===== src/hw/rtl/sparse_triplet_matrix_add_defines.svh =====
// ---------------------------------------------------------------------------
// Assertion macros for the sparse triplet matrix adder
// Concurrent checks with a synchronous active-low reset.
// ---------------------------------------------------------------------------
`ifndef SPARSE_TRIPLET_MATRIX_ADD_DEFINES_SVH
`define SPARSE_TRIPLET_MATRIX_ADD_DEFINES_SVH

// Overlapping implication: cons must hold in the cycle of ante.
`define STMA_ASSERT_IMP(lbl, clk, rst_n, ante, cons, msg) \
    lbl: assert property (@(posedge clk) disable iff (!(rst_n)) (ante) |-> (cons)) \
        else $error(msg);

// Next-cycle implication: cons must hold in the cycle after ante.
`define STMA_ASSERT_NXT(lbl, clk, rst_n, ante, cons, msg) \
    lbl: assert property (@(posedge clk) disable iff (!(rst_n)) (ante) |=> (cons)) \
        else $error(msg);

`endif


===== src/hw/rtl/stma_pkg.sv =====
`timescale 1ns / 1ps
// ---------------------------------------------------------------------------
// Sparse triplet matrix adder package
// Shared types, input codes and back-end states.
// ---------------------------------------------------------------------------
package stma_pkg;

    localparam logic [1:0] KIND_LOAD_A = 2'd0;
    localparam logic [1:0] KIND_LOAD_B = 2'd1;
    localparam logic [1:0] KIND_RUN    = 2'd2;

    typedef enum logic [1:0] {
        OP_LOAD_A,
        OP_LOAD_B,
        OP_RUN
    } t_op;

    typedef struct packed {
        logic        [15:0] row;
        logic        [15:0] col;
        logic signed [15:0] value;
    } t_term;

    typedef struct packed {
        t_op   op;
        t_term term;
    } t_cmd;

    typedef struct packed {
        logic [1:0] level;
    } t_front_status;

    typedef struct packed {
        logic busy;
        logic overflow;
        logic full_a;
        logic full_b;
    } t_back_status;

    typedef enum logic [2:0] {
        ST_IDLE,
        ST_CNT_FETCH,
        ST_CNT_STEP,
        ST_EMPTY,
        ST_EMIT_FETCH,
        ST_EMIT_STEP
    } t_back_state;

endpackage


===== src/hw/rtl/stma_if.sv =====
`timescale 1ns / 1ps
// ---------------------------------------------------------------------------
// Sparse triplet matrix adder channels
// Valid/ready interfaces for the input items and the merged results.
// ---------------------------------------------------------------------------
interface stma_in_if;
    logic               valid;
    logic               ready;
    logic        [1:0]  kind;
    logic        [15:0] row;
    logic        [15:0] col;
    logic signed [15:0] value;

    modport source(output valid, output kind, output row, output col, output value,
                   input ready);
    modport sink(input valid, input kind, input row, input col, input value,
                 output ready);
endinterface

interface stma_out_if;
    logic               valid;
    logic               ready;
    logic        [15:0] out_row;
    logic        [15:0] out_col;
    logic signed [16:0] out_value;
    logic        [6:0]  total_terms;
    logic               empty_res;
    logic               overflow;
    logic               last;

    modport source(output valid, output out_row, output out_col, output out_value,
                   output total_terms, output empty_res, output overflow, output last,
                   input ready);
    modport sink(input valid, input out_row, input out_col, input out_value,
                 input total_terms, input empty_res, input overflow, input last,
                 output ready);
endinterface


===== src/hw/rtl/sparse_triplet_matrix_add.sv =====
`timescale 1ns / 1ps
// ---------------------------------------------------------------------------
// Sparse triplet matrix adder
// Merges two sorted (row, col, value) lists, summing terms on equal positions.
// ---------------------------------------------------------------------------
// Usage:
//   i_in carries one transaction per item: kind 0 appends a term to the first
//   list, kind 1 to the second, kind 2 runs the merge, kind 3 is dropped.
//   Loads are taken one per cycle while the two-entry command queue has room,
//   and are stored in a term store when the back end takes them from it.
//   A run walks the lists twice: a counting pass, then an emit pass that puts
//   one result per merged term on o_out, each carrying the total count.
//   Each pass spends a fetch state and a step state on every merged term, as
//   the single read port of each term store is registered. An empty merge
//   gives one result with empty_res and last set.
//   A full list drops further loads and sets the sticky overflow flag.
//   Reset empties both lists and clears overflow; store contents stay as is.
//   When the receiver stalls, the result holds in the output register and
//   the merge waits; input items keep queuing until the queue fills.
// ---------------------------------------------------------------------------
`include "sparse_triplet_matrix_add_defines.svh"

module sparse_triplet_matrix_add #(
    parameter int MAX_TERMS = 32
) (
    input  logic       i_clk,
    input  logic       i_rst_n,
    stma_in_if.sink    i_in,
    stma_out_if.source o_out
);

    logic                    cmd_valid;
    logic                    cmd_ready;
    stma_pkg::t_cmd          cmd;
    stma_pkg::t_front_status front_st;
    stma_pkg::t_back_status  back_st;

    stma_front u_front (
        .i_clk       (i_clk),
        .i_rst_n     (i_rst_n),
        .i_in        (i_in),
        .o_cmd_valid (cmd_valid),
        .o_cmd       (cmd),
        .i_cmd_ready (cmd_ready),
        .o_status    (front_st)
    );

    stma_back #(
        .MAX_TERMS (MAX_TERMS)
    ) u_back (
        .i_clk       (i_clk),
        .i_rst_n     (i_rst_n),
        .i_cmd_valid (cmd_valid),
        .i_cmd       (cmd),
        .o_cmd_ready (cmd_ready),
        .o_out       (o_out),
        .o_status    (back_st)
    );

    `STMA_ASSERT_NXT(a_ovf_sticky, i_clk, i_rst_n, back_st.overflow, back_st.overflow, "overflow flag cleared without reset")
    `STMA_ASSERT_NXT(a_full_a_holds, i_clk, i_rst_n, back_st.full_a, back_st.full_a, "first list count dropped from full")
    `STMA_ASSERT_NXT(a_full_b_holds, i_clk, i_rst_n, back_st.full_b, back_st.full_b, "second list count dropped from full")
    `STMA_ASSERT_IMP(a_queue_ready, i_clk, i_rst_n, i_in.ready, front_st.level != 2'd2, "ready while command queue full")
    `STMA_ASSERT_IMP(a_queue_drains, i_clk, i_rst_n, back_st.busy, !cmd_ready, "back end takes commands while merging")

endmodule


===== src/hw/rtl/stma_front.sv =====
`timescale 1ns / 1ps
// ---------------------------------------------------------------------------
// Sparse triplet matrix adder front end
// Accepts input transactions, decodes the kind and queues commands.
// ---------------------------------------------------------------------------
module stma_front (
    input  logic                   i_clk,
    input  logic                   i_rst_n,
    stma_in_if.sink                i_in,
    output logic                   o_cmd_valid,
    output stma_pkg::t_cmd         o_cmd,
    input  logic                   i_cmd_ready,
    output stma_pkg::t_front_status o_status
);

    stma_pkg::t_cmd r_q [2];
    logic           r_wr_ptr;
    logic           r_rd_ptr;
    logic [1:0]     r_level;

    logic           in_accept;
    logic           push;
    logic           pop;
    stma_pkg::t_cmd in_cmd;
    logic           in_known;

    always_comb begin
        in_cmd.term.row   = i_in.row;
        in_cmd.term.col   = i_in.col;
        in_cmd.term.value = i_in.value;
        in_known          = 1'b1;
        unique case (i_in.kind)
            stma_pkg::KIND_LOAD_A: in_cmd.op = stma_pkg::OP_LOAD_A;
            stma_pkg::KIND_LOAD_B: in_cmd.op = stma_pkg::OP_LOAD_B;
            stma_pkg::KIND_RUN:    in_cmd.op = stma_pkg::OP_RUN;
            default: begin
                // drop unused codes
                in_cmd.op = stma_pkg::OP_RUN;
                in_known  = 1'b0;
            end
        endcase
    end

    assign i_in.ready  = (r_level != 2'd2);
    assign in_accept   = i_in.valid && i_in.ready;
    assign push        = in_accept && in_known;
    assign o_cmd_valid = (r_level != 2'd0);
    assign o_cmd       = r_q[r_rd_ptr];
    assign pop         = o_cmd_valid && i_cmd_ready;
    assign o_status.level = r_level;

    always_ff @(posedge i_clk) begin
        if (!i_rst_n) begin
            r_wr_ptr <= 1'b0;
            r_rd_ptr <= 1'b0;
            r_level  <= 2'd0;
        end else begin
            if (push) begin
                r_wr_ptr <= ~r_wr_ptr;
            end
            if (pop) begin
                r_rd_ptr <= ~r_rd_ptr;
            end
            case ({push, pop})
                2'b10:   r_level <= r_level + 2'd1;
                2'b01:   r_level <= r_level - 2'd1;
                default: r_level <= r_level;
            endcase
        end
    end

    always_ff @(posedge i_clk) begin
        if (push) begin
            r_q[r_wr_ptr] <= in_cmd;
        end
    end

endmodule


===== src/hw/rtl/stma_back.sv =====
`timescale 1ns / 1ps
// ---------------------------------------------------------------------------
// Sparse triplet matrix adder back end
// Term stores, two-pass merge walk and the result output register.
// ---------------------------------------------------------------------------
module stma_back #(
    parameter int MAX_TERMS = 32
) (
    input  logic                   i_clk,
    input  logic                   i_rst_n,
    input  logic                   i_cmd_valid,
    input  stma_pkg::t_cmd         i_cmd,
    output logic                   o_cmd_ready,
    stma_out_if.source             o_out,
    output stma_pkg::t_back_status o_status
);

    localparam int IW = $clog2(MAX_TERMS + 1);
    localparam int AW = (MAX_TERMS > 1) ? $clog2(MAX_TERMS) : 1;
    localparam int KW = $clog2(2 * MAX_TERMS + 1);

    stma_pkg::t_term mem_a [MAX_TERMS];
    stma_pkg::t_term mem_b [MAX_TERMS];
    stma_pkg::t_term r_rd_a;
    stma_pkg::t_term r_rd_b;

    stma_pkg::t_back_state r_state, n_state;

    logic [IW-1:0] r_cnt_a, n_cnt_a;
    logic [IW-1:0] r_cnt_b, n_cnt_b;
    logic          r_overflow, n_overflow;
    logic [IW-1:0] r_i, n_i;
    logic [IW-1:0] r_j, n_j;
    logic [KW-1:0] r_k, n_k;

    logic               r_ov;
    logic               n_ov;
    logic        [15:0] r_o_row, n_o_row;
    logic        [15:0] r_o_col, n_o_col;
    logic signed [16:0] r_o_value, n_o_value;
    logic        [6:0]  r_o_total, n_o_total;
    logic               r_o_empty, n_o_empty;
    logic               r_o_ovf, n_o_ovf;
    logic               r_o_last, n_o_last;

    logic               cmd_take;
    logic               wr_a;
    logic               wr_b;
    logic               full_a;
    logic               full_b;
    logic               out_free;
    logic               a_ok;
    logic               b_ok;
    logic               same_pos;
    logic               a_first;
    logic               adv_a;
    logic               adv_b;
    logic               have_term;
    logic        [15:0] t_row;
    logic        [15:0] t_col;
    logic signed [16:0] t_value;
    logic [IW-1:0]      i_adv;
    logic [IW-1:0]      j_adv;
    logic               t_last;

    assign full_a      = (r_cnt_a == IW'(MAX_TERMS));
    assign full_b      = (r_cnt_b == IW'(MAX_TERMS));
    assign o_cmd_ready = (r_state == stma_pkg::ST_IDLE);
    assign cmd_take    = i_cmd_valid && o_cmd_ready;
    assign wr_a        = cmd_take && (i_cmd.op == stma_pkg::OP_LOAD_A) && !full_a;
    assign wr_b        = cmd_take && (i_cmd.op == stma_pkg::OP_LOAD_B) && !full_b;
    assign out_free    = !r_ov || o_out.ready;

    // Merge step on the fetched heads of both lists
    always_comb begin
        a_ok     = (r_i < r_cnt_a);
        b_ok     = (r_j < r_cnt_b);
        same_pos = (r_rd_a.row == r_rd_b.row) && (r_rd_a.col == r_rd_b.col);
        a_first  = (r_rd_a.row < r_rd_b.row)
                || ((r_rd_a.row == r_rd_b.row) && (r_rd_a.col < r_rd_b.col));
        adv_a    = 1'b0;
        adv_b    = 1'b0;
        t_row    = r_rd_a.row;
        t_col    = r_rd_a.col;
        t_value  = {r_rd_a.value[15], r_rd_a.value};
        if (a_ok && b_ok) begin
            if (same_pos) begin
                adv_a   = 1'b1;
                adv_b   = 1'b1;
                t_value = {r_rd_a.value[15], r_rd_a.value}
                        + {r_rd_b.value[15], r_rd_b.value};
            end else if (a_first) begin
                adv_a = 1'b1;
            end else begin
                adv_b   = 1'b1;
                t_row   = r_rd_b.row;
                t_col   = r_rd_b.col;
                t_value = {r_rd_b.value[15], r_rd_b.value};
            end
        end else if (a_ok) begin
            adv_a = 1'b1;
        end else if (b_ok) begin
            adv_b   = 1'b1;
            t_row   = r_rd_b.row;
            t_col   = r_rd_b.col;
            t_value = {r_rd_b.value[15], r_rd_b.value};
        end
        have_term = a_ok || b_ok;
        i_adv     = r_i + IW'(adv_a);
        j_adv     = r_j + IW'(adv_b);
        t_last    = (i_adv >= r_cnt_a) && (j_adv >= r_cnt_b);
    end

    // Next state
    always_comb begin
        n_state = r_state;
        unique case (r_state)
            stma_pkg::ST_IDLE: begin
                if (cmd_take && (i_cmd.op == stma_pkg::OP_RUN)) begin
                    n_state = stma_pkg::ST_CNT_FETCH;
                end
            end
            stma_pkg::ST_CNT_FETCH: n_state = stma_pkg::ST_CNT_STEP;
            stma_pkg::ST_CNT_STEP: begin
                if (have_term) begin
                    n_state = stma_pkg::ST_CNT_FETCH;
                end else if (r_k == '0) begin
                    n_state = stma_pkg::ST_EMPTY;
                end else begin
                    n_state = stma_pkg::ST_EMIT_FETCH;
                end
            end
            stma_pkg::ST_EMPTY: begin
                if (out_free) begin
                    n_state = stma_pkg::ST_IDLE;
                end
            end
            stma_pkg::ST_EMIT_FETCH: n_state = stma_pkg::ST_EMIT_STEP;
            stma_pkg::ST_EMIT_STEP: begin
                if (out_free) begin
                    n_state = t_last ? stma_pkg::ST_IDLE : stma_pkg::ST_EMIT_FETCH;
                end
            end
            default: n_state = stma_pkg::ST_IDLE;
        endcase
    end

    // Datapath and output register updates
    always_comb begin
        n_cnt_a    = r_cnt_a;
        n_cnt_b    = r_cnt_b;
        n_overflow = r_overflow;
        n_i        = r_i;
        n_j        = r_j;
        n_k        = r_k;
        n_ov       = r_ov && !o_out.ready;
        n_o_row    = r_o_row;
        n_o_col    = r_o_col;
        n_o_value  = r_o_value;
        n_o_total  = r_o_total;
        n_o_empty  = r_o_empty;
        n_o_ovf    = r_o_ovf;
        n_o_last   = r_o_last;
        unique case (r_state)
            stma_pkg::ST_IDLE: begin
                if (cmd_take) begin
                    case (i_cmd.op)
                        stma_pkg::OP_LOAD_A: begin
                            if (full_a) n_overflow = 1'b1;
                            else        n_cnt_a    = r_cnt_a + IW'(1);
                        end
                        stma_pkg::OP_LOAD_B: begin
                            if (full_b) n_overflow = 1'b1;
                            else        n_cnt_b    = r_cnt_b + IW'(1);
                        end
                        default: begin
                            n_i = '0;
                            n_j = '0;
                            n_k = '0;
                        end
                    endcase
                end
            end
            stma_pkg::ST_CNT_FETCH: begin
            end
            stma_pkg::ST_CNT_STEP: begin
                if (have_term) begin
                    n_i = i_adv;
                    n_j = j_adv;
                    n_k = r_k + KW'(1);
                end else begin
                    // rewind for the emit pass
                    n_i = '0;
                    n_j = '0;
                end
            end
            stma_pkg::ST_EMPTY: begin
                if (out_free) begin
                    n_ov      = 1'b1;
                    n_o_row   = '0;
                    n_o_col   = '0;
                    n_o_value = '0;
                    n_o_total = '0;
                    n_o_empty = 1'b1;
                    n_o_ovf   = r_overflow;
                    n_o_last  = 1'b1;
                end
            end
            stma_pkg::ST_EMIT_FETCH: begin
            end
            stma_pkg::ST_EMIT_STEP: begin
                if (out_free) begin
                    n_i       = i_adv;
                    n_j       = j_adv;
                    n_ov      = 1'b1;
                    n_o_row   = t_row;
                    n_o_col   = t_col;
                    n_o_value = t_value;
                    n_o_total = 7'(r_k);
                    n_o_empty = 1'b0;
                    n_o_ovf   = r_overflow;
                    n_o_last  = t_last;
                end
            end
            default: begin
            end
        endcase
    end

    always_ff @(posedge i_clk) begin
        if (!i_rst_n) begin
            r_state    <= stma_pkg::ST_IDLE;
            r_cnt_a    <= '0;
            r_cnt_b    <= '0;
            r_overflow <= 1'b0;
            r_i        <= '0;
            r_j        <= '0;
            r_k        <= '0;
            r_ov       <= 1'b0;
        end else begin
            r_state    <= n_state;
            r_cnt_a    <= n_cnt_a;
            r_cnt_b    <= n_cnt_b;
            r_overflow <= n_overflow;
            r_i        <= n_i;
            r_j        <= n_j;
            r_k        <= n_k;
            r_ov       <= n_ov;
        end
    end

    always_ff @(posedge i_clk) begin
        r_o_row   <= n_o_row;
        r_o_col   <= n_o_col;
        r_o_value <= n_o_value;
        r_o_total <= n_o_total;
        r_o_empty <= n_o_empty;
        r_o_ovf   <= n_o_ovf;
        r_o_last  <= n_o_last;
    end

    // Term stores: one write port, one registered read port each
    always_ff @(posedge i_clk) begin
        if (wr_a) begin
            mem_a[r_cnt_a[AW-1:0]] <= i_cmd.term;
        end
        r_rd_a <= mem_a[r_i[AW-1:0]];
    end

    always_ff @(posedge i_clk) begin
        if (wr_b) begin
            mem_b[r_cnt_b[AW-1:0]] <= i_cmd.term;
        end
        r_rd_b <= mem_b[r_j[AW-1:0]];
    end

    assign o_out.valid       = r_ov;
    assign o_out.out_row     = r_o_row;
    assign o_out.out_col     = r_o_col;
    assign o_out.out_value   = r_o_value;
    assign o_out.total_terms = r_o_total;
    assign o_out.empty_res   = r_o_empty;
    assign o_out.overflow    = r_o_ovf;
    assign o_out.last        = r_o_last;

    assign o_status.busy     = (r_state != stma_pkg::ST_IDLE);
    assign o_status.overflow = r_overflow;
    assign o_status.full_a   = full_a;
    assign o_status.full_b   = full_b;

endmodule


===== src/flat_wrapper.sv =====
// flat-port wrapper written by rule: the top's interface ports become plain ports
module sparse_triplet_matrix_add_flat 
#(
    parameter int MAX_TERMS = 32
)
  (i_clk, i_rst_n, i_in_valid, i_in_kind, i_in_row, i_in_col, i_in_value, i_in_ready, o_out_valid, o_out_out_row, o_out_out_col, o_out_out_value, o_out_total_terms, o_out_empty_res, o_out_overflow, o_out_last, o_out_ready);
  stma_in_if i_in_i ();
  stma_out_if o_out_i ();
  input  logic i_clk;
  input  logic i_rst_n;
  input wire logic [$bits(i_in_i.valid)-1:0] i_in_valid;
  input wire logic [$bits(i_in_i.kind)-1:0] i_in_kind;
  input wire logic [$bits(i_in_i.row)-1:0] i_in_row;
  input wire logic [$bits(i_in_i.col)-1:0] i_in_col;
  input wire logic [$bits(i_in_i.value)-1:0] i_in_value;
  output wire logic [$bits(i_in_i.ready)-1:0] i_in_ready;
  output wire logic [$bits(o_out_i.valid)-1:0] o_out_valid;
  output wire logic [$bits(o_out_i.out_row)-1:0] o_out_out_row;
  output wire logic [$bits(o_out_i.out_col)-1:0] o_out_out_col;
  output wire logic [$bits(o_out_i.out_value)-1:0] o_out_out_value;
  output wire logic [$bits(o_out_i.total_terms)-1:0] o_out_total_terms;
  output wire logic [$bits(o_out_i.empty_res)-1:0] o_out_empty_res;
  output wire logic [$bits(o_out_i.overflow)-1:0] o_out_overflow;
  output wire logic [$bits(o_out_i.last)-1:0] o_out_last;
  input wire logic [$bits(o_out_i.ready)-1:0] o_out_ready;
  assign i_in_i.valid = i_in_valid;
  assign i_in_i.kind = i_in_kind;
  assign i_in_i.row = i_in_row;
  assign i_in_i.col = i_in_col;
  assign i_in_i.value = i_in_value;
  assign i_in_ready = i_in_i.ready;
  assign o_out_valid = o_out_i.valid;
  assign o_out_out_row = o_out_i.out_row;
  assign o_out_out_col = o_out_i.out_col;
  assign o_out_out_value = o_out_i.out_value;
  assign o_out_total_terms = o_out_i.total_terms;
  assign o_out_empty_res = o_out_i.empty_res;
  assign o_out_overflow = o_out_i.overflow;
  assign o_out_last = o_out_i.last;
  assign o_out_i.ready = o_out_ready;
  sparse_triplet_matrix_add #(.MAX_TERMS(MAX_TERMS)) u_core (.i_clk(i_clk), .i_rst_n(i_rst_n), .i_in(i_in_i), .o_out(o_out_i));
endmodule

===== config.mk =====
export PLATFORM = sky130hd
export DESIGN_NAME = sparse_triplet_matrix_add_flat
export DESIGN_NICKNAME = d
export VERILOG_FILES = /design/src/hw/rtl/stma_pkg.sv /design/src/hw/rtl/stma_if.sv /design/src/hw/rtl/sparse_triplet_matrix_add.sv /design/src/hw/rtl/stma_front.sv /design/src/hw/rtl/stma_back.sv /design/src/flat_wrapper.sv
export VERILOG_INCLUDE_DIRS = /design/src /design/src/hw/rtl
export SDC_FILE = /design/constraint.sdc
export NUM_CORES = 2
export LEC_CHECK = 0
export BUFFER_PORTS_ARGS = -buffer_cell sky130_fd_sc_hd__buf_2
export CAP_MARGIN = 40
export CORE_ASPECT_RATIO = 0.75
export CORE_MARGIN = 1
export CORE_UTILIZATION = 35
export CTS_CLUSTER_SIZE = 20
export DETAILED_ROUTE_END_ITERATION = 8
export GPL_ROUTABILITY_DRIVEN = 0
export GPL_TIMING_DRIVEN = 0
export PLACE_DENSITY_LB_ADDON = 0.2
export RECOVER_POWER = 25
export SKIP_LAST_GASP = 1
export SLEW_MARGIN = 20
export SYNTH_ARGS = -nofsm -noshare
export SYNTH_HDL_FRONTEND = slang
export SYNTH_SLANG_ARGS = --single-unit

===== constraint.sdc =====
create_clock -name i_clk -period 11.86 [get_ports i_clk]
set_clock_uncertainty 0.1 [all_clocks]
set_input_delay 2.372 -clock i_clk [delete_from_list [all_inputs] [get_ports i_clk]]
set_output_delay 2.372 -clock i_clk [all_outputs]
set_load 0.1 [all_outputs]

==> results.md <==
Setup path:
- For the worst setup path, the data arrival time is 6.14 ns.
- The maximum single-stage delay on the critical path is 0.60 ns.
- The category of the critical setup timing path is reg2reg.
- The slowest cell on the critical path is a21boi_0.
- The maximum net fanout on the critical path is 10.
- STA classifies the critical path endpoint as a flop.
- The number of cells on the worst reg-to-reg path is 19.
- Traced cell by cell, the critical path runs through inv_1 -> ha_1 -> nand2_1 -> nor2_1 -> a21boi_0 -> o31ai_1 -> a31oi_2 -> buf_2 -> a31oi_1 -> ha_1 -> inv_1 -> ha_1 -> nand2b_1 -> a21oi_1 -> nor2b_1 -> o21ai_0 -> a21oi_1 -> o22ai_1 -> nand2_1.
- For the worst setup path, the data required time is 12.26 ns.
- In this design, the critical path's most frequently occurring cell is ha_1.
- The startpoint type of the worst setup path is a flop.

Power:
- Dividing total power by cell area gives a power density of 179 nW/um^2.
- The maximum vdd ir drop is 118 uV.
- The leakage power total is 46.9 nW.

Timing:
- The worst hold margin is 0.361 ns.
- For this run, the top clock speed supported by timing is 174 MHz.
- For the final routed database, the setup TNS stands at 0 ns.
- The routed design could run at a clock period as short as 5.74 ns.
- In this run the tightest slew margin relative to its limit is -67.7%.
- The max-slew violation total from the final report is 1313.
- The number of failing hold endpoints at the final stage is 0.
- The slew at the pin with the worst max-slew slack is 2.52 ns.
- Setup violations remaining at the end of the flow were counted as 0.
- After layout, the worst path uses 48.4% of the clock period.
- Setup repair after global routing left no endpoint under its margin.

Synth:
- The average instance area after synthesis is 23.4 um^2.
- The sequential cell area fraction in the yosys report is 77.3%.
- The flop and latch count out of synthesis is 3368.
- In this run, synthesis inferred 3231 flip-flops with an integrated enable.
- Counting flops with an async set or reset pin after synthesis yields a share of 0%.
- Synthesis produced a netlist with a net count of 5657.
- The netlist area before placement is 129000 um^2.
- The gate count of the mapped netlist is 5517.
- For this run, the number of Yosys warnings is 0.
- The number of distinct library cell variants in the gate-level netlist after synthesis is 71.
- The top flip-flop cell by instance count after synthesis is edfxtp_1.

Routing:
- The final routed wirelength across all metal layers is 367 mm.
- The count of nets left with antenna violations once routing finished came out at 0.
- The final route contains 62300 vias.
- The average wire per standard cell is 32.1 um.
- In the routed layout, each cell is associated on average with a via count of 5.44.
- After the first detailed-routing iteration, the DRC count stood at 7260.
- The number of optimization iterations in the first detailed-route pass is 7.
- The final routed DRC violation total is 0.

Floorplan:
- After floorplanning, the core was sized to cover 366000 um^2.
- The height of the die is 528 um.
- The die covers 371000 um^2.
- The starting density of the core is 35.3%.
- The floorplan has 192 rows.
- The horizontal die dimension is 703 um.
- 115 I/O pins were placed.

Clock network:
- Buffers inserted to repair hold after CTS numbered 0.
- The clock tree from TritonCTS is built.
- The H-tree was split into 5 levels.
- Once the clock tree was built, the setup fixing pass inserted 0 buffers.
- Clock tree synthesis found a total of 3368 sinks.
- The number of buffers added by the clock tree synthesis step is 346.
- The buffer type at the clock tree root is clkbuf_16.
- The clock input transition at the sequential cells of the worst setup and hold paths is 0.06 ns.
- The buffer depth of the longest clock path is 4.
- After clock tree synthesis, the repair step resized 0 gates.
- At the later pin of the worst-skew pair, clock insertion delay measures 0.90 ns.

Place:
- The area of placed instances is 143000 um^2.
- Detailed placement finished with a half-perimeter wire length of 257 mm.
- During placement, the flow inserted port buffers numbering 114.

Finish:
- In the final layout, the share of cells above drive strength 1 is 33.3%.
- With fillers left out, the area of the finished cells amounts to 154000 um^2.
- The area growth from synthesis to layout is 19.1%.
- The total of fill cells in the finished design is 31300.
- The net count of the finished layout is 6449.
- The post-layout utilization of the core is 42.0%.

Global route:
- After global routing the overflow that remains totals 0.
- The number of antenna violations at the first check in global routing is 19.
- The pin count of the biggest net entering global routing is 65.
- The via count of the first global-routing pass is 62400.
- The first-pass GRT wire length is 505 mm.
- The global-route usage over all layers is 19.6%.

Flow run:
- The tool flagged a number of max-cap violations equal to 27.

Status:
- The checks that failed: max-capacitance violations, max-slew violations.
- The run finished, with violations left.

Worst hold path:
- The path class of the lowest-slack min-delay path is reg2reg.
- Along the worst hold path, the cell count comes to 0.
## synth_stat cells (16+ instances only)
cell type | number | share of area (%)
edfxtp_1 | 3231 | 75
mux4_2 | 960 | 17
mux2_2 | 148 | 1.3
clkbuf_1 | 139 | 0.40
dfxtp_1 | 137 | 2.1
nor2_1 | 114 | 0.33
nand2_1 | 110 | 0.32
ha_1 | 85 | 0.82
buf_2 | 81 | 0.31
a21oi_1 | 73 | 0.28
inv_1 | 60 | 0.17
nand3_1 | 41 | 0.16
buf_1 | 28 | 0.081
nor2b_1 | 26 | 0.13
o21ai_0 | 26 | 0.10
xnor2_1 | 22 | 0.15
buf_4 | 17 | 0.099
nor3_1 | 16 | 0.062
xor2_1 | 16 | 0.11
## where the power goes
group,leakage [nW],switching (mW),internal (mW)
registers,30.1,0.102,14.2
clock network,5.48,4.54,6.34
logic,11.3,1.82,0.484
## critical path, delay by kind of cell, from the launching register on
family	cells	cell delay, ns
simple gates	5	1.15
fa+ha+maj	3	0.95
buf+inv	3	0.46
flops	1	0.45
compound gates	8	2.23
## through the flow
stage                     cells  total power [mW]  setup slack, ns
after floorplan            5517              15.7             6.26
after global placement    10500              16.6             2.94
after detailed placement  10800              16.9             6.30
after CTS                 11400              27.8             6.26
after global routing      11400              28.3             6.00
final                     11400              27.5             6.12
## state kept, by name (all words and copies together) (netlist names), 6 cells and up, named ones only
name / cells
u_core.u_back.mem_a: 1536
u_core.u_back.mem_b: 1536
u_core.u_back.o_out.out_row: 16
u_core.u_back.r_rd_b: 48
u_core.u_back.r_cnt_a: 6
u_core.u_back.o_out.out_col: 16
u_core.u_back.r_rd_a: 48
u_core.u_back.r_cnt_b: 6
u_core.u_front.r_q: 100
u_core.u_back.r_i: 6
u_core.u_back.o_out.out_value: 17
u_core.u_back.o_out.total_terms: 7
u_core.u_back.r_j: 6
u_core.u_back.r_k: 7
## final timing paths
path,startpoint,endpoint,slack [ns]
setup / recovery,u_core.u_back.r_rd_b[24]$_DFF_P_,u_core.u_back.o_out.last$_SDFFCE_PN1P_,6.12
setup reg to reg,u_core.u_back.r_rd_b[24]$_DFF_P_,u_core.u_back.o_out.last$_SDFFCE_PN1P_,6.12
hold reg to reg,u_core.u_back.r_overflow$_SDFFE_PN0P_,u_core.u_back.o_out.overflow$_DFFE_PP_,0.36
hold / removal,u_core.u_back.r_overflow$_SDFFE_PN0P_,u_core.u_back.o_out.overflow$_DFFE_PP_,0.36
## cells by family (layout without fill, tap and decap cells)
group	Yosys count	after routing	synth area share [%]
compound gates	193	193	1.02
xor+xnor	38	38	0.258
fa+ha+maj	86	86	0.839
buf+inv	335	1404	1.15
flops	3368	3368	77.3
mux	1118	1118	18.1
other cells	0	7	0
simple gates	379	379	1.37
## placed cells by master (no fill, tap or decap), types with 13 or more instances in the layout
cell,netlist,routed
nor2_4,0,67
nor3_1,16,13
bufinv_16,0,35
xnor2_1,22,22
inv_1,60,61
ha_1,85,85
buf_4,17,24
dfxtp_1,137,137
clkbuf_2,0,28
edfxtp_1,3231,3231
buf_2,81,168
buf_16,0,92
nand2_1,110,110
clkinv_2,0,59
buf_12,0,127
buf_1,28,24
o21ai_0,26,26
buf_6,9,84
clkbuf_16,0,357
mux2_2,148,107
clkinv_1,0,60
and3_1,13,13
nor2_1,114,47
nor2b_1,26,26
clkbuf_1,139,236
nand4_1,15,15
mux2_4,0,13
a21oi_1,73,73
a22oi_1,13,13
mux2_1,0,28
mux4_2,960,960
xor2_1,16,16
nand3_1,41,41
## layout make-up
type                    instances  area (um^2)  share of cell area (%)
inverters                      61          229                   0.149
clock inverters               183         1860                    1.21
multi-input cells            1814        28500                    18.5
flip-flops and latches       3368        99800                    64.9
clock buffers                 442         9340                    6.08
repair buffers                444         6740                    4.38
well taps                    4850         6070                    3.95
diodes                          7         17.5                  0.0114
plain buffers                 274         1300                   0.845
## layer usage
metal | vias up | GRT usage, % | routed length [um]
met3 | 445 | 2.90 | 25600
met1 | 34300 | 29.7 | 167000
met5 | - | 0 | 15
met4 | 4 | 4.45 | 8770
li1 | 25100 | - | -
met2 | 2432 | 29.8 | 166000
No activity file was read; power rests on OpenSTA's default activity.
